`src/rtl/core/lrps_pkg.sv`:
```
`default_nettype none

package lrps_pkg;

  localparam int unsigned RING_W = 5;
  localparam int unsigned MODE_W = 5;
  localparam logic [MODE_W-1:0] LAST_MODE = 5'd24;

  localparam logic [RING_W-1:0] RING_MASK = 5'h1F;
  localparam logic [7:0]        DIR_BIT   = 8'h80;

  // operation codes of an input item
  localparam logic [1:0] OP_TICK = 2'd0;
  localparam logic [1:0] OP_NEXT = 2'd1;
  localparam logic [1:0] OP_PREV = 2'd2;

  typedef enum logic [3:0] {
    FN_RANDOM     = 4'd0,
    FN_ROT_L      = 4'd1,
    FN_ROT_R      = 4'd2,
    FN_BOUNCE_LIT = 4'd3,
    FN_BOUNCE_DRK = 4'd4,
    FN_CTR_OUT    = 4'd5,
    FN_CTR_IN     = 4'd6,
    FN_BLINK      = 4'd7,
    FN_CNT_UP     = 4'd8,
    FN_CNT_DOWN   = 4'd9
  } pat_fn_t;

  // animation function of each mode
  function automatic pat_fn_t mode_fn(input logic [MODE_W-1:0] idx);
    pat_fn_t f;
    case (idx) inside
      5'd0:                               f = FN_RANDOM;
      5'd1, 5'd2, 5'd3, 5'd4, 5'd5:       f = FN_ROT_L;
      5'd6, 5'd7, 5'd8:                   f = FN_ROT_R;
      5'd9, 5'd10, 5'd11, 5'd12:          f = FN_BOUNCE_LIT;
      5'd13, 5'd14, 5'd15, 5'd16:         f = FN_BOUNCE_DRK;
      5'd17, 5'd18, 5'd19:                f = FN_CTR_OUT;
      5'd20, 5'd21:                       f = FN_CTR_IN;
      5'd22:                              f = FN_BLINK;
      5'd23:                              f = FN_CNT_UP;
      default:                            f = FN_CNT_DOWN;
    endcase
    return f;
  endfunction

  // start entry of each mode: low five bits pattern, bit 7 heads right
  function automatic logic [7:0] mode_start(input logic [MODE_W-1:0] idx);
    logic [7:0] e;
    case (idx)
      5'd0:    e = 8'h01;
      5'd1:    e = 8'h01;
      5'd2:    e = 8'h03;
      5'd3:    e = 8'h07;
      5'd4:    e = 8'h0F;
      5'd5:    e = 8'h1E;
      5'd6:    e = 8'h1C;
      5'd7:    e = 8'h18;
      5'd8:    e = 8'h10;
      5'd9:    e = 8'h10;
      5'd10:   e = 8'h18;
      5'd11:   e = 8'h1C;
      5'd12:   e = 8'h1E;
      5'd13:   e = 8'h9E;
      5'd14:   e = 8'h9C;
      5'd15:   e = 8'h98;
      5'd16:   e = 8'h90;
      5'd17:   e = 8'h04;
      5'd18:   e = 8'h0E;
      5'd19:   e = 8'h1F;
      5'd20:   e = 8'h0E;
      5'd21:   e = 8'h04;
      5'd22:   e = 8'h00;
      5'd23:   e = 8'h00;
      default: e = 8'h1F;
    endcase
    return e;
  endfunction

endpackage

`default_nettype wire

```
`src/rtl/core/lrps_in_if.sv`:
```
`default_nettype none

interface lrps_in_if;
  logic       valid;
  logic       ready;
  logic [1:0] opcode;
  logic [7:0] random_byte;

  modport source (output valid, output opcode, output random_byte, input ready);
  modport sink   (input valid, input opcode, input random_byte, output ready);
endinterface

`default_nettype wire

```
`src/rtl/core/lrps_out_if.sv`:
```
`default_nettype none

interface lrps_out_if;
  logic       valid;
  logic       ready;
  logic [4:0] led_pattern;
  logic [4:0] mode_number;

  modport source (output valid, output led_pattern, output mode_number, input ready);
  modport sink   (input valid, input led_pattern, input mode_number, output ready);
endinterface

`default_nettype wire

```
`src/rtl/core/led_ring_pattern_sequencer.sv`:
```
`default_nettype none

// five-LED ring animator with 25 fixed modes. each input item is a tick, a next-mode or a
// previous-mode command and yields exactly one output item carrying the ring pattern and the
// mode index after the command. one item is taken per clock while the output register is empty
// or being drained in that same cycle: the next pattern is a few gates of shift, mask and add
// logic on the five-bit state, written straight into the state registers and the output register
// in the cycle of acceptance, so a result appears in the cycle after its item. random mode copies
// the low five bits of random_byte; opcode 3 is a no-op that reports the current state
module led_ring_pattern_sequencer (
  input  wire logic clk,
  input  wire logic rst_n,
  lrps_in_if.sink   in_chan,
  lrps_out_if.source out_chan
);
  import lrps_pkg::*;

  // animation state
  logic [MODE_W-1:0] mode_index_r, mode_index_nxt;
  logic [RING_W-1:0] pattern_r, pattern_nxt;
  logic              heading_r, heading_nxt;

  // output register
  logic              out_valid_r;
  logic [RING_W-1:0] out_pattern_r;
  logic [MODE_W-1:0] out_mode_r;

  logic        accept;
  logic [MODE_W-1:0] mode_sel;
  logic [7:0]  start_e;
  logic [2:0]  ctr;

  // the output register frees up in the same cycle it is drained
  assign in_chan.ready = !out_valid_r || out_chan.ready;
  assign accept        = in_chan.valid && in_chan.ready;

  // mode being loaded on a mode change
  always_comb begin
    mode_sel = mode_index_r;
    if (in_chan.opcode == OP_NEXT) begin
      mode_sel = (mode_index_r == LAST_MODE) ? '0 : mode_index_r + 5'd1;
    end else if (in_chan.opcode == OP_PREV) begin
      mode_sel = (mode_index_r == '0) ? LAST_MODE : mode_index_r - 5'd1;
    end
  end

  assign start_e = mode_start(mode_sel);

  always_comb begin
    mode_index_nxt = mode_index_r;
    pattern_nxt    = pattern_r;
    heading_nxt    = heading_r;
    ctr            = pattern_r[2:0];
    case (in_chan.opcode) inside
      OP_TICK: begin
        case (mode_fn(mode_index_r))
          FN_RANDOM: pattern_nxt = in_chan.random_byte[RING_W-1:0];
          FN_ROT_L:  pattern_nxt = {pattern_r[3:0], pattern_r[4]};
          FN_ROT_R:  pattern_nxt = {pattern_r[0], pattern_r[4:1]};
          FN_BOUNCE_LIT: begin
            // a lit led walks to the end of the ring and turns around
            if (heading_r) begin
              if (pattern_r[0]) begin
                heading_nxt = 1'b0;
                pattern_nxt = {pattern_r[3:0], 1'b0};
              end else begin
                pattern_nxt = {1'b0, pattern_r[4:1]};
              end
            end else begin
              if (pattern_r[4]) begin
                heading_nxt = 1'b1;
                pattern_nxt = {1'b0, pattern_r[4:1]};
              end else begin
                pattern_nxt = {pattern_r[3:0], 1'b0};
              end
            end
          end
          FN_BOUNCE_DRK: begin
            // same walk with a dark led, shifting in ones
            if (heading_r) begin
              if (!pattern_r[0]) begin
                heading_nxt = 1'b0;
                pattern_nxt = {pattern_r[3:0], 1'b1};
              end else begin
                pattern_nxt = {1'b1, pattern_r[4:1]};
              end
            end else begin
              if (!pattern_r[4]) begin
                heading_nxt = 1'b1;
                pattern_nxt = {1'b1, pattern_r[4:1]};
              end else begin
                pattern_nxt = {pattern_r[3:0], 1'b1};
              end
            end
          end
          FN_CTR_OUT: begin
            // three-led cycle on the low three leds, its low two bits copied onto the top two leds
            ctr         = {pattern_r[0], pattern_r[2:1]};
            pattern_nxt = {ctr[1], ctr[0], ctr};
          end
          FN_CTR_IN: begin
            ctr         = {pattern_r[1:0], pattern_r[2]};
            pattern_nxt = {ctr[1], ctr[0], ctr};
          end
          FN_BLINK:  pattern_nxt = pattern_r ^ RING_MASK;
          FN_CNT_UP: pattern_nxt = pattern_r + 5'd1;
          default:   pattern_nxt = pattern_r - 5'd1;
        endcase
      end
      OP_NEXT, OP_PREV: begin
        mode_index_nxt = mode_sel;
        pattern_nxt    = start_e[RING_W-1:0];
        heading_nxt    = |(start_e & DIR_BIT);
      end
      default: ;
    endcase
  end

  always_ff @(posedge clk) begin
    if (!rst_n) begin
      mode_index_r <= '0;
      pattern_r    <= 5'd1;
      heading_r    <= 1'b0;
      out_valid_r  <= 1'b0;
    end else begin
      if (accept) begin
        mode_index_r <= mode_index_nxt;
        pattern_r    <= pattern_nxt;
        heading_r    <= heading_nxt;
        out_valid_r  <= 1'b1;
      end else if (out_chan.ready) begin
        out_valid_r  <= 1'b0;
      end
    end
  end

  // result payload
  always_ff @(posedge clk) begin
    if (accept) begin
      out_pattern_r <= pattern_nxt;
      out_mode_r    <= mode_index_nxt;
    end
  end

  assign out_chan.valid       = out_valid_r;
  assign out_chan.led_pattern = out_pattern_r;
  assign out_chan.mode_number = out_mode_r;

endmodule

`default_nettype wire
```
`src/flat_wrapper.sv`:
```
// flat-port wrapper written by rule: the top's interface ports become plain ports
module led_ring_pattern_sequencer_flat import lrps_pkg::*;
  (clk, rst_n, in_chan_valid, in_chan_opcode, in_chan_random_byte, in_chan_ready, out_chan_valid, out_chan_led_pattern, out_chan_mode_number, out_chan_ready);
  lrps_in_if in_chan_i ();
  lrps_out_if out_chan_i ();
  input  wire logic clk;
  input  wire logic rst_n;
  input wire logic [$bits(in_chan_i.valid)-1:0] in_chan_valid;
  input wire logic [$bits(in_chan_i.opcode)-1:0] in_chan_opcode;
  input wire logic [$bits(in_chan_i.random_byte)-1:0] in_chan_random_byte;
  output wire logic [$bits(in_chan_i.ready)-1:0] in_chan_ready;
  output wire logic [$bits(out_chan_i.valid)-1:0] out_chan_valid;
  output wire logic [$bits(out_chan_i.led_pattern)-1:0] out_chan_led_pattern;
  output wire logic [$bits(out_chan_i.mode_number)-1:0] out_chan_mode_number;
  input wire logic [$bits(out_chan_i.ready)-1:0] out_chan_ready;
  assign in_chan_i.valid = in_chan_valid;
  assign in_chan_i.opcode = in_chan_opcode;
  assign in_chan_i.random_byte = in_chan_random_byte;
  assign in_chan_ready = in_chan_i.ready;
  assign out_chan_valid = out_chan_i.valid;
  assign out_chan_led_pattern = out_chan_i.led_pattern;
  assign out_chan_mode_number = out_chan_i.mode_number;
  assign out_chan_i.ready = out_chan_ready;
  led_ring_pattern_sequencer u_core (.clk(clk), .rst_n(rst_n), .in_chan(in_chan_i), .out_chan(out_chan_i));
endmodule
```
`config.mk`:
```
export PLATFORM = sky130hd
export DESIGN_NAME = led_ring_pattern_sequencer_flat
export DESIGN_NICKNAME = d
export VERILOG_FILES = /design/src/rtl/core/lrps_pkg.sv /design/src/rtl/core/lrps_in_if.sv /design/src/rtl/core/lrps_out_if.sv /design/src/rtl/core/led_ring_pattern_sequencer.sv /design/src/flat_wrapper.sv
export SDC_FILE = /design/constraint.sdc
export NUM_CORES = 1
export LEC_CHECK = 0
export BUFFER_PORTS_ARGS = -buffer_cell sky130_fd_sc_hd__buf_2
export CELL_PAD_IN_SITES_DETAIL_PLACEMENT = 0
export CELL_PAD_IN_SITES_GLOBAL_PLACEMENT = 1
export CORE_MARGIN = 3
export CORE_UTILIZATION = 48
export DETAILED_ROUTE_END_ITERATION = 10
export PLACE_DENSITY_LB_ADDON = 0.1
export SYNTH_ARGS = -nofsm -noshare
export SYNTH_HDL_FRONTEND = slang
export SYNTH_SLANG_ARGS = --single-unit
export TNS_END_PERCENT = 1
```
`constraint.sdc`:
```
create_clock -name clk -period 11 [get_ports clk]
set_input_delay 1.65 -clock clk [delete_from_list [all_inputs] [get_ports clk]]
set_output_delay 1.65 -clock clk [all_outputs]
set_load 0.03 [all_outputs]
```
# Word level (Yosys, flattened, before mapping)
# Memories as Yosys holds them, arrays and structs flattened.
# Index checks and enable logic that the tools add are counted.
# word_totals
regBits	22
romBits	192
in_bits	14
out_inout_bits	12
word_cells	99
n_memories	1
# classes
n_addsub	4
n_eq_ne	35
n_mux	36
bitwise_logic	1
n_reduce_logical	16
# mem_list
memory	depth	width	rd	rd_clocked_by_memory_dff	wr	line	source
(name not given)	32	6	1	0	0	lrps_pkg.sv:51	case (idx)
# ops
op	n
$mux 5	14
$eq 5x5->1 const B	9
$pmux 5 s9	1
$eq 5x4->1 const B	8
$mux 4	9
$eq 5x3->1 const B	4
$eq 4x3->1 const B	4
$mux 1	11
$add 5x1->5 const B	2
$eq 5x2->1 const B	2
$sub 5x1->5 const B	2
$eq 4x2->1 const B	2
$reduce_or 4->1	2
$reduce_or 3->1	2
$eq 5x1->1 const B	1
$logic_not 5->1	1
$not 5->5	1
$reduce_or 5->1	1
$eq 4x1->1 const B	1
$eq 4x4->1 const B	1
$logic_not 4->1	1
$reduce_bool 2->1	2
$reduce_or 2->1	2
$ne 3x3->1 const B	1
8 further kinds	8

# Longest topological paths before layout
# Gate-level depths: netlist (run 1).
# logic_depth
depth_word	14
ltp_mapped	16
mapped_depth_nobuf	14

# Least setup slack after synthesis (run 1)
# No wires, ideal clock.
# synth_timing
path_kind	input to register
startpoint	input port in_chan_opcode[1]
endpoint	register u_core.out_pattern_r[0] (netlist: u_core.out_chan.led_pattern[0]) (data pin)
setup_time_ns	0.262
arrival_ns	3.538
required_time_ns	10.738
slack_ns	7.199
stages	12
n_path_buf	1
cell_sequence	inv_1 > ha_1 > clkbuf_1 > nand2b_1 > o22ai_1 > o21ai_0 > inv_1 > ha_1 > o21ai_0 > o211ai_1 > o211a_1 > or2_2
# synth_via
elab_chain_cells	6
elab_cells_between_ends	9
classes_between	eq/ne: 2; mux: 4; reduce/logical: 2; memory: 1
# synth_lines
element	line	source
start: declaration	flat_wrapper.sv:9	input wire logic [$bits(in_chan_i.opcode)-1:0] in_chan_opcode;
$eq 2x2->1	led_ring_pattern_sequencer.sv:42	end else if (in_chan.opcode == OP_PREV) begin
$mux 5	led_ring_pattern_sequencer.sv:42	
$mux 5	led_ring_pattern_sequencer.sv:40	if (in_chan.opcode == OP_NEXT) begin
$mem_v2 32x6	--	
$mux 5	led_ring_pattern_sequencer.sv:54	case (in_chan.opcode) inside
$mux 5 *	led_ring_pattern_sequencer.sv:54	
net u_core.pattern_nxt[0]	led_ring_pattern_sequencer.sv:20	logic [RING_W-1:0] pattern_r, pattern_nxt;
end signal: assignment	led_ring_pattern_sequencer.sv:140	out_pattern_r <= pattern_nxt;
end: declaration	led_ring_pattern_sequencer.sv:25	logic [RING_W-1:0] out_pattern_r;
# Mark *: on every way through the listed nets, which the timed path passes. The rest lies on a longest branch.
# A chain may end at the register's enable or synchronous reset.

# Worst setup path in the final report (run 1)
# layout_timing
startpoint	register u_core.mode_index_r[0]
endpoint	register u_core.out_pattern_r[4] (netlist: u_core.out_chan.led_pattern[4]) (data pin)
# layout_via
elab_chain_cells	14
elab_cells_between_ends	60
classes_between	add/sub: 2; eq/ne: 32; mux: 17; reduce/logical: 8; memory: 1
# layout_lines
element	line	source
start: declaration	led_ring_pattern_sequencer.sv:19	logic [MODE_W-1:0] mode_index_r, mode_index_nxt;
start signal: assignment	led_ring_pattern_sequencer.sv:127	mode_index_r <= mode_index_nxt;
$eq 5x5->1	led_ring_pattern_sequencer.sv:56	case (mode_fn(mode_index_r))
$mux 1	lrps_pkg.sv:33	case (idx) inside
$mux 4 (8 in series)	lrps_pkg.sv:33	
$mux 4	led_ring_pattern_sequencer.sv:54	
$eq 4x4->1 (tied with other cells)	led_ring_pattern_sequencer.sv:56	
$pmux 5 s9	led_ring_pattern_sequencer.sv:56	
$mux 5 *	led_ring_pattern_sequencer.sv:54	
net u_core.pattern_nxt[4]	led_ring_pattern_sequencer.sv:20	
# Mark *: on every way through the listed nets, which the timed path passes. The rest lies on a longest branch. The select of a mux whose other input is x is not followed.

==> summary.md, run 1 <==
| Metric | Value |
|---|---|
| Hold Crit Class | `flop to flop` |
| DIE HEIGHT | `78.7 µm` |
| Most used DFF post-synth | `dfxtp_1` |
| Area growth, synth to finish | `6.27%` |
| N_diodes | `0` |
| Total GRT Usage | `22.3%` |
| Sw Ratio | `39.5%` |
| Dpl cell area | `0.00264 mm²` |
| Synth Register Bits | `22` |
| Longest Clk Path Bufs | `2` |
| Flop pwr share | `36.7%` |
| Routability Congestion | `0.888` |
| Syn avg cell area | `7.92 µm²` |
| Worst R2R Setup Slack | `6.82 ns` |
| Top cells by area, synth | `edfxtp_1, dfxtp_1, ha_1, nand2_1, o21ai_0` |
| WHS | `0.556 ns` |
| Vias | `2469` |
| # clock sinks | `22` |
| Via density | `6.28` |
| Syn Inst Count | `320` |
| Reg2reg end | `u_core.out_chan.led_pattern[4]` |
| Router iterations before antenna repair | `5` |
| Comb pwr share | `44.5%` |
| Pleak | `1.05 nW` |
| Initial Util | `51.6%` |
| Final hold violation count | `0` |
| Pint | `0.000182 W` |
| Status | `complete, no violations` |
| Setup Fix Bufs, Post-CTS | `0` |
| Core area | `0.00491 mm²` |
| Die area | `0.00619 mm²` |
| Async S/R FF share, synth | `0%` |
| Final setup vio count | `0` |
| Tot Pwr | `0.000300 W` |
| Clock period minus worst slack | `4.18 ns` |
| Top cells by count, synth | `nand2_1, nor2_1, o21ai_0` |
| Fin crit share | `38.0%` |
| Hold depth | `2` |
| Initial antenna violation count | `0` |
| Grt total ovfl | `0` |
| Vias in the first global route | `2208` |
| Hold buffer count at cts | `0` |
| Rel. slew slack | `34.2%` |
| Cell with the most instances after synthesis | `nand2_1` |
| Root buffer cell | `clkbuf_8` |
| WP data required | `11.00 ns` |
| Yosys warns | `0` |
| Num ports | `26` |
| R2r worst-path depth | `14` |
| Cells after DPL | `389` |
| Critical path data arrival time | `4.18 ns` |
| Cts bufs inserted | `3` |
| CTS tree | `done` |
| Post-Syn Nets | `351` |
| RSZ-0062 raised after global routing | `false` |
| Skew-Pair Late Insertion Delay | `0.26 ns` |
| Final non-filler cell area | `0.00269 mm²` |
| Layout Nets | `358` |
| WL/cell | `17.0 µm` |
| Crit path max fanout | `20` |
| Post-CTS sizing | `0` |
| Setup tns final | `0 ns` |
| DP HPWL | `5010 µm` |
| Reported net switching power | `0.000119 W` |
| WHS Endpoint | `u_core.out_chan.valid` |
| Post-synth top area share | `11.8%` |
| Clock-pin slew on the worst setup and hold paths | `0.07 ns` |
| Fmax | `0.239 GHz` |
| Power share of the clock group | `18.7%` |
| Final ANT Viol Nets | `0` |
| Max-slew violations | `0` |
| Sequential area share after synthesis | `21.3%` |
| Layout cells sized above 1 | `13.2%` |
| Worst clock skew | `0.00217 ns` |
| First-pass GRT wire length | `11200 µm` |
| Setup Crit Path Kind | `flop to flop` |
| FP Rows | `25` |
| Worst setup EP type | `flop` |
| Worst hold start | `u_core.out_chan.valid` |
| IR drop worst, VDD | `0.0618 mV` |
| Critical R2R Launch | `u_core.mode_index_r[0]` |
| Mapped cell area | `0.00253 mm²` |
| DRC viols | `0` |
| Largest net degree at the start of global routing | `33` |
| Startpoint types | `flop` |
| PwrDens | `112 mW/mm²` |
| Final WL | `6700 µm` |
| Number of flops mapped to enable cells by yosys | `10` |
| Fin cells | `393` |
| Synth unique cells | `75` |
| Biggest area consumer among synthesized cells | `edfxtp_1` |
| Die extent in x | `78.7 µm` |
| Actual slew at the worst max-slew pin | `0.985 ns` |
| Initial DRC Count | `192` |
| Clock H-tree levels | `1` |
| # port buffers | `22` |
| Max-capacitance violation count | `0` |
worst max-delay path, stage by stage, from the launching register on:
cell	delay [ns]
dfxtp_1	0.50
inv_1	0.13
ha_1	0.43
nor4_1	0.51
nor2_1	0.10
nor2_1	0.37
o21ai_0	0.33
inv_1	0.19
fa_1	0.24
inv_1	0.05
a21o_1	0.15
a21oi_1	0.18
xnor3_1	0.25
a221oi_2	0.36
nor3_1	0.12
worst max path at each step:
stage	start	end	slack, ns
4_1_cts	u_core.mode_index_r[0]	u_core.out_chan.led_pattern[4]	6.91
5_1_grt	u_core.mode_index_r[0]	u_core.out_chan.led_pattern[4]	6.53
6_report	u_core.mode_index_r[0]	u_core.out_chan.led_pattern[4]	6.82
3_5_place_dp	in_chan_opcode[1]	u_core.out_chan.led_pattern[0]	6.73
2_1_floorplan	in_chan_opcode[1]	u_core.out_chan.led_pattern[0]	7.20
3_3_place_gp	in_chan_opcode[1]	u_core.out_chan.led_pattern[0]	6.75
kinds of logic after synthesis:
| logic type | Yosys count | share of synthesized area (%) |
|---|---|---|
| buffers and inverters | 40 | 6.66 |
| and+or+nand+nor | 124 | 27.2 |
| xor gates and xnor gates | 4 | 1.93 |
| AOI/OAI and AO/OA | 108 | 32.2 |
| muxes | 5 | 1.97 |
| DFF | 22 | 21.3 |
| adders and majority gates | 17 | 8.69 |
per-stage QoR:
| stage | utilization [%] | setup slack, ns |
|---|---|---|
| 6_report | 54.9 | 6.82 |
| 5_1_grt | 54.9 | 6.53 |
| 4_1_cts | 54.9 | 6.91 |
| 3_5_place_dp | 53.7 | 6.73 |
| 3_3_place_gp | 53.7 | 6.75 |
| 2_1_floorplan | - | 7.20 |
metal layers:
metal | global-route usage, % | share of wire, %
met1 | 32.8 | 47
met4 | 6.29 | 1.9
met3 | 4.01 | 6.2
met5 | 0 | 0
met2 | 33.1 | 45
power by group through the flow:
stage | Sequential, W | Clock [W] | Combinational [W]
after floorplan | 0.000111 | 0 | 0.000102
after global placement | 0.000112 | 0 | 0.000131
after detailed placement | 0.000112 | 0 | 0.000132
after CTS | 0.000110 | 0.0000579 | 0.000132
after global routing | 0.000112 | 0.0000625 | 0.000148
final | 0.000110 | 0.0000562 | 0.000134
area by class of cell:
class | instances | area [µm²]
Sequential cell | 22 | 541
Fill cell | 496 | 2220
Tap cell | 67 | 83.8
Timing Repair Buffer | 23 | 118
Multi-Input combinational cell | 258 | 1830
Clock buffer | 4 | 55.1
Inverter | 19 | 71.3
state kept, by name, indices dropped and copies added, names as in the netlist:
register / flops
u_core.out_chan.mode_number: 5
u_core.mode_index_r: 5
u_core.pattern_r: 5
u_core.out_chan.valid: 1
u_core.out_chan.led_pattern: 5
u_core.heading_r: 1
placed cells by master (no fill, tap or decap), types with 4 or more instances in the layout:
cell type / n
a21boi_0: 7
a21oi_1: 13
a31oi_1: 4
buf_2: 22
clkbuf_8: 4
dfxtp_1: 12
edfxtp_1: 10
ha_1: 16
inv_1: 18
mux2i_1: 5
nand2_1: 26
nand2b_1: 11
nand3_1: 8
nor2_1: 24
nor2b_1: 5
nor3_1: 10
o211ai_1: 6
o21ai_0: 19
o22ai_1: 8
or2_2: 5
Note: power is estimated with default switching activity, not from simulation.
==> inputs of run 2 (changes only) <==
--- a/config.mk
+++ b/config.mk
@@ -9,7 +9,7 @@
 export CELL_PAD_IN_SITES_DETAIL_PLACEMENT = 0
 export CELL_PAD_IN_SITES_GLOBAL_PLACEMENT = 1
 export CORE_MARGIN = 3
-export CORE_UTILIZATION = 48
+export CORE_UTILIZATION = 40
 export DETAILED_ROUTE_END_ITERATION = 10
 export PLACE_DENSITY_LB_ADDON = 0.1
 export SYNTH_ARGS = -nofsm -noshare
==> constraint.sdc (replaced) <==
create_clock -name clk -period 3.8 [get_ports clk]
set_input_delay 0.57 -clock clk [delete_from_list [all_inputs] [get_ports clk]]
set_output_delay 0.57 -clock clk [all_outputs]
set_load 0.03 [all_outputs]
==> summary.md, run 2 (synthesized netlist as in run 1, its figures left out) <==
| Metric | Value |
|---|---|
| Status | `complete, no violations (unchanged)` |
| Final hold violation count | `0 (unchanged)` |
| Area growth, synth to finish | `11.5% (was 6.27%)` |
| Hold buffer count at cts | `0 (unchanged)` |
| Longest Clk Path Bufs | `2 (unchanged)` |
| RSZ-0062 raised after global routing | `false (unchanged)` |
| DIE HEIGHT | `85.6 µm (was 78.7 µm)` |
| Grt peak-use layer | `met2 (unchanged)` |
| M2 GR Usage | `33.1% (about the same)` |
| Worst clock skew | `0.00555 ns (was 0.00217 ns)` |
| IR drop worst, VDD | `0.199 mV (was 0.0618 mV)` |
| DRC viols | `0 (unchanged)` |
| Layout cells sized above 1 | `16.8% (was 13.2%)` |
| Layout Nets | `372 (was 358)` |
| Fin cells | `415 (was 393)` |
| Num ports | `26 (unchanged)` |
| Router iterations before antenna repair | `5 (unchanged)` |
| Fin crit share | `93.8% (was 38.0%)` |
| Commonest cells after routing, fill and taps aside | `nand2_1, nor2_1, buf_2 (unchanged)` |
| Clock H-tree levels | `1 (unchanged)` |
| Hold Crit Class | `flop to flop (unchanged)` |
| Final ANT Viol Nets | `0 (unchanged)` |
| Max-slew violations | `0 (unchanged)` |
| Initial antenna violation count | `0 (unchanged)` |
| Die extent in x | `85.6 µm (was 78.7 µm)` |
| Via density | `6.07 (was 6.28)` |
| Routability Congestion | `0.876 (was 0.888)` |
| Clock period minus worst slack | `3.57 ns (was 4.18 ns)` |
| Cells after DPL | `411 (was 389)` |
| Root buffer cell | `clkbuf_8 (unchanged)` |
| N_diodes | `0 (unchanged)` |
| GR Util met3 | `2.40% (was 4.01%)` |
| FP Rows | `28 (was 25)` |
| Commonest non-fill, non-tap cell in the layout | `nand2_1 (unchanged)` |
| Vias in the first global route | `2352 (was 2208)` |
| Startpoint types | `flop (unchanged)` |
| Largest net degree at the start of global routing | `20 (was 33)` |
| Initial Util | `42.1% (was 51.6%)` |
| Setup Fix Bufs, Post-CTS | `0 (unchanged)` |
| Initial DRC Count | `165 (was 192)` |
| Setup tns final | `0 ns (unchanged)` |
| Vias | `2520 (was 2469)` |
| Cts bufs inserted | `3 (unchanged)` |
| Final WL | `7260 µm (was 6700 µm)` |
| Core area | `0.00603 mm² (was 0.00491 mm²)` |
| Actual slew at the worst max-slew pin | `0.749 ns (was 0.985 ns)` |
| Critical path data arrival time | `3.58 ns (was 4.18 ns)` |
| Grt total ovfl | `0 (unchanged)` |
| Final setup vio count | `0 (unchanged)` |
| Die area | `0.00733 mm² (was 0.00619 mm²)` |
| # clock sinks | `22 (unchanged)` |
| WL/cell | `17.5 µm (was 17.0 µm)` |
| Skew-Pair Late Insertion Delay | `0.26 ns (about the same)` |
| CTS tree | `done (unchanged)` |
| Pleak | `1.13 nW (was 1.05 nW)` |
| WP data required | `3.81 ns (was 11.00 ns)` |
| Worst setup EP type | `flop (unchanged)` |
| Max-capacitance violation count | `0 (unchanged)` |
| Crit path max fanout | `12 (was 20)` |
| Total GRT Usage | `20.1% (was 22.3%)` |
| Setup Crit Path Kind | `flop to flop (unchanged)` |
| First-pass GRT wire length | `12000 µm (was 11200 µm)` |
| Rel. slew slack | `48.8% (was 34.2%)` |
| # port buffers | `22 (unchanged)` |
| PwrDens | `335 mW/mm² (was 112 mW/mm²)` |
| Clock-pin slew on the worst setup and hold paths | `0.09 ns (was 0.07 ns)` |
| DP HPWL | `5530 µm (was 5010 µm)` |
| Fmax | `0.280 GHz (was 0.239 GHz)` |
| Met1 Usage GRT | `29.2% (was 32.8%)` |
[run 2: changes by cell type in the layout (fill, tap and decap cells not counted)]
cell	previous run	this run
buf_4	1	15
bufinv_16	0	1
clkbuf_8	4	3
o21ai_0	19	18
o21ai_1	3	4
[run 2: path summary, 6_finish.rpt]
check                    startpoint                        endpoint  slack [ns]  depth (start not counted)
max          u_core.mode_index_r[1]  u_core.out_chan.led_pattern[4]        0.23                         12
min           u_core.out_chan.valid           u_core.out_chan.valid        0.54                          2
max reg2reg  u_core.mode_index_r[1]  u_core.out_chan.led_pattern[4]        0.23                         12
min reg2reg   u_core.out_chan.valid           u_core.out_chan.valid        0.54                          2
[run 2: where the power goes]
group          leakage [nW]  internal, W  switching (W)
sequential            0.198     0.000276      0.0000251
combinational         0.897     0.000171       0.000254
clock                0.0357     0.000141      0.0000798
[run 2: final cells by class]
type / instances / area, µm²
inverters: 19 / 71.3
flip-flops and latches: 22 / 541
repair buffers: 37 / 223
fillers: 618 / 3200
multi-input cells: 258 / 1830
clock inverters: 1 / 30.0
well taps: 75 / 93.8
clock buffers: 3 / 41.3
[run 2: worst max-delay path, cell delays in order (launching register included)]
cell and delay [ns]:
dfxtp_1 0.33, inv_1 0.09, ha_1 0.33, and2b_1 0.37
nand3_1 0.14, a221oi_2 0.40, o21ai_1 0.19, ha_1 0.37
a21o_1 0.20, a21oi_1 0.20, xnor3_1 0.25, a221oi_2 0.34
nor3_1 0.11
[run 2: stage by stage]
| step | setup slack [ns] | hold WS [ns] | util (%) | area [µm²] | total power, W |
|---|---|---|---|---|---|
| 2_1_floorplan | 0.285 | 0.520 | - | 2530 | 0.000616 |
| 5_1_grt | 0.0375 | 0.557 | 46.9 | 2830 | 0.00101 |
| 3_5_place_dp | 0.237 | 0.534 | 45.7 | 2750 | 0.000726 |
| 3_3_place_gp | 0.222 | 0.527 | 45.7 | 2750 | 0.000728 |
| 6_report | 0.234 | 0.538 | 46.9 | 2830 | 0.000947 |
| 4_1_cts | 0.223 | 0.549 | 46.9 | 2830 | 0.000949 |
[run 2: repair_timing]
item / 4_1_cts / 5_1_grt
endpoints found under the setup margin: 0 / 2
endpoints found under the hold margin: 0 / 0
resized for setup: 0 / 1
[run 2: layer usage]
| metal | share of wire [%] | wire [µm] | vias to the layer above |
|---|---|---|---|
| met4 | 0.39 | 28 | 0 |
| met3 | 4.1 | 298 | 2 |
| met2 | 47 | 3400 | 70 |
| li1 | - | - | 1254 |
| met5 | 0 | 0 | - |
| met1 | 49 | 3540 | 1194 |
==> inputs of run 3 (changes only) <==
--- a/config.mk
+++ b/config.mk
@@ -11,6 +11,7 @@
 export CORE_MARGIN = 3
 export CORE_UTILIZATION = 40
 export DETAILED_ROUTE_END_ITERATION = 10
+export GPL_TIMING_DRIVEN = 0
 export PLACE_DENSITY_LB_ADDON = 0.1
 export SYNTH_ARGS = -nofsm -noshare
 export SYNTH_HDL_FRONTEND = slang
==> summary.md, run 3 (synthesized netlist as in run 1, its figures left out) <==
| Metric | Value |
|---|---|
| Status | `complete, no violations (unchanged)` |
| CP max-delay cell | `dfxtp_2 (was a221oi_2)` |
| Max-capacitance violation count | `0 (unchanged)` |
| Final setup vio count | `0 (unchanged)` |
| Clock period minus worst slack | `3.62 ns (was 3.57 ns)` |
| WHS Endpoint | `u_core.mode_index_r[1] (was u_core.out_chan.valid)` |
| DP HPWL | `5860 µm (was 5530 µm)` |
| Startpoint types | `flop (unchanged)` |
| DRC viols | `0 (unchanged)` |
| CTS tree | `done (unchanged)` |
| Final worst setup slack | `0.176 ns (was 0.234 ns)` |
| Skew-Pair Late Insertion Delay | `0.27 ns (was 0.26 ns)` |
| Longest Clk Path Bufs | `2 (unchanged)` |
| N_diodes | `0 (unchanged)` |
| Hold Crit Class | `flop to flop (unchanged)` |
| Worst setup EP type | `flop (unchanged)` |
| Final hold violation count | `0 (unchanged)` |
| Commonest non-fill, non-tap cell in the layout | `buf_2 (was nand2_1)` |
| Max-slew violations | `0 (unchanged)` |
| Critical Path Max Stage Delay | `0.42 ns (was 0.40 ns)` |
| Setup Crit Path Kind | `flop to flop (unchanged)` |
| Router iterations before antenna repair | `5 (unchanged)` |
| Vias in the first global route | `2475 (was 2352)` |
| Commonest cells after routing, fill and taps aside | `buf_2, nand2_1, nor2_1 (was nand2_1, nor2_1, buf_2)` |
| Initial DRC Count | `173 (was 165)` |
| Worst path bufs/invs | `2 (was 1)` |
| Worst R2R Setup Slack | `0.18 ns (was 0.23 ns)` |
| Via density | `6.24 (was 6.07)` |
| Root buffer cell | `clkbuf_8 (unchanged)` |
| PwrDens | `319 mW/mm² (was 335 mW/mm²)` |
| Num ports | `26 (unchanged)` |
| Initial Util | `42.1% (unchanged)` |
| Pre-CTS setup slack | `-0.365 ns (was 0.237 ns)` |
| Rel. slew slack | `32.7% (was 48.8%)` |
| Critical R2R Launch | `u_core.mode_index_r[0] (was u_core.mode_index_r[1])` |
| Largest net degree at the start of global routing | `20 (unchanged)` |
| IR drop worst, VDD | `0.276 mV (was 0.199 mV)` |
| Clock H-tree levels | `1 (unchanged)` |
| Total GRT Usage | `20.7% (was 20.1%)` |
| Layout Nets | `377 (was 372)` |
| Grt total ovfl | `0 (unchanged)` |
| WP data required | `3.81 ns (about the same)` |
| Worst hold start | `u_core.mode_index_r[1] (was u_core.out_chan.valid)` |
| Pleak | `1.11 nW (was 1.13 nW)` |
| Die area | `0.00733 mm² (unchanged)` |
| # port buffers | `22 (unchanged)` |
| Actual slew at the worst max-slew pin | `1.01 ns (was 0.749 ns)` |
| Fmax | `0.276 GHz (was 0.280 GHz)` |
| WHS | `0.527 ns (was 0.538 ns)` |
| Worst clock skew | `0.00445 ns (was 0.00555 ns)` |
| Fin crit share | `95.4% (was 93.8%)` |
| Routability Congestion | `0.889 (was 0.876)` |
| FP Rows | `28 (unchanged)` |
| Initial antenna violation count | `0 (unchanged)` |
| Hold buffer count at cts | `0 (unchanged)` |
| Final WL | `7590 µm (was 7260 µm)` |
| Final ANT Viol Nets | `0 (unchanged)` |
| Reg2reg end | `u_core.out_chan.led_pattern[4] (unchanged)` |
| # clock sinks | `22 (unchanged)` |
| Clock-pin slew on the worst setup and hold paths | `0.08 ns (was 0.09 ns)` |
| Die extent in x | `85.6 µm (unchanged)` |
| WL/cell | `18.1 µm (was 17.5 µm)` |
| First-pass GRT wire length | `12300 µm (was 12000 µm)` |
| Core area | `0.00603 mm² (unchanged)` |
| Crit path max fanout | `10 (was 12)` |
| R2r worst-path depth | `13 (was 12)` |
| Layout cells sized above 1 | `16.2% (was 16.8%)` |
| Cts bufs inserted | `3 (unchanged)` |
| Hold depth | `2 (unchanged)` |
| RSZ-0062 raised after global routing | `false (unchanged)` |
| Critical path data arrival time | `3.64 ns (was 3.58 ns)` |
| Vias | `2619 (was 2520)` |
| DIE HEIGHT | `85.6 µm (unchanged)` |
| Critical Path, Cell by Cell | `inv_1 > ha_1 > buf_2 > and2b_1 > nand3_1 > a221oi_2 > o21ai_2 > ha_1 > a21o_1 > a21oi_1 > xnor3_1 > a221oi_2 > nor3_1 (was inv_1 > ha_1 > and2b_1 > nand3_1 > a221oi_2 > o21ai_1 > ha_1 > a21o_1 > a21oi_1 > xnor3_1 > a221oi_2 > nor3_1)` |
| Delay-heaviest family, CP | `compound AO/OA/AOI/OAI gates (unchanged)` |
| Area growth, synth to finish | `10.7% (was 11.5%)` |
-- run 3: changes by cell type in the layout (fill, tap and decap cells not counted), sizes merged --
cell,change
buf,-7
bufinv,-1
clkbuf,+13
-- run 3: how the worst max path moves through the flow --
stage,start,end,slack [ns],cells past startpoint
after floorplan,u_core.mode_index_r[0],u_core.out_chan.led_pattern[4],0.28,14
after global placement,u_core.mode_index_r[0],u_core.out_chan.led_pattern[4],-0.44,14
after detailed placement,u_core.mode_index_r[0],u_core.out_chan.led_pattern[4],-0.36,14
after CTS,u_core.mode_index_r[0],u_core.out_chan.led_pattern[4],0.03,14
after global routing,u_core.mode_index_r[0],u_core.out_chan.led_pattern[4],0.0002,15
final,u_core.mode_index_r[0],u_core.out_chan.led_pattern[4],0.18,13
-- run 3: final cells by class --
class | instances | area, µm²
plain buffers | 20 | 95.1
clock buffers | 4 | 55.1
fillers | 641 | 3220
inverters | 19 | 71.3
multi-input cells | 258 | 1840
flip-flops and latches | 22 | 543
well taps | 75 | 93.8
repair buffers | 22 | 110
-- run 3: routing by layer --
layer  GRT usage (%)  vias to the layer above  part of all wire (%)
li1                -                     1263                     -
met1            27.6                     1245                    45
met2            35.5                       96                    48
met3            3.75                       15                   5.4
met4            3.45                        0                   1.1
met5               0                        -                     0
-- run 3: repair_timing --
item | in CTS | in global routing
pin swaps | 0 | 1
endpoints found under the hold margin | 0 | 0
resized for setup | 5 | 3
buffers inserted | 0 | 0
setup endpoints to repair | 4 | 3
-- run 3: worst reg2reg max path: stages (launching register included) --
cell and delay [ns]:
dfxtp_2 0.42, inv_1 0.11, ha_1 0.21, buf_2 0.17, and2b_1 0.34, nand3_1 0.14, a221oi_2 0.42, o21ai_2 0.14
ha_1 0.38, a21o_1 0.19, a21oi_1 0.16, xnor3_1 0.25, a221oi_2 0.35, nor3_1 0.10
-- run 3: report_power, final --
group          switching [W]  total [W]  internal (W)
clock network      0.0000767   0.000169     0.0000925
registers          0.0000163   0.000292      0.000276
logic               0.000269   0.000433      0.000165
total               0.000362   0.000895      0.000533
-- run 3: per-stage QoR --
stage          area (µm²)  instances  util (%)  total power, W  TNS, ns
2_1_floorplan        2530        320         -        0.000616        0
3_3_place_gp         2740        417      45.5        0.000723    -1.12
3_5_place_dp         2740        417      45.5        0.000721   -0.937
4_1_cts              2810        421      46.6        0.000891        0
5_1_grt              2810        420      46.6        0.000950        0
6_report             2810        420      46.6        0.000895        0
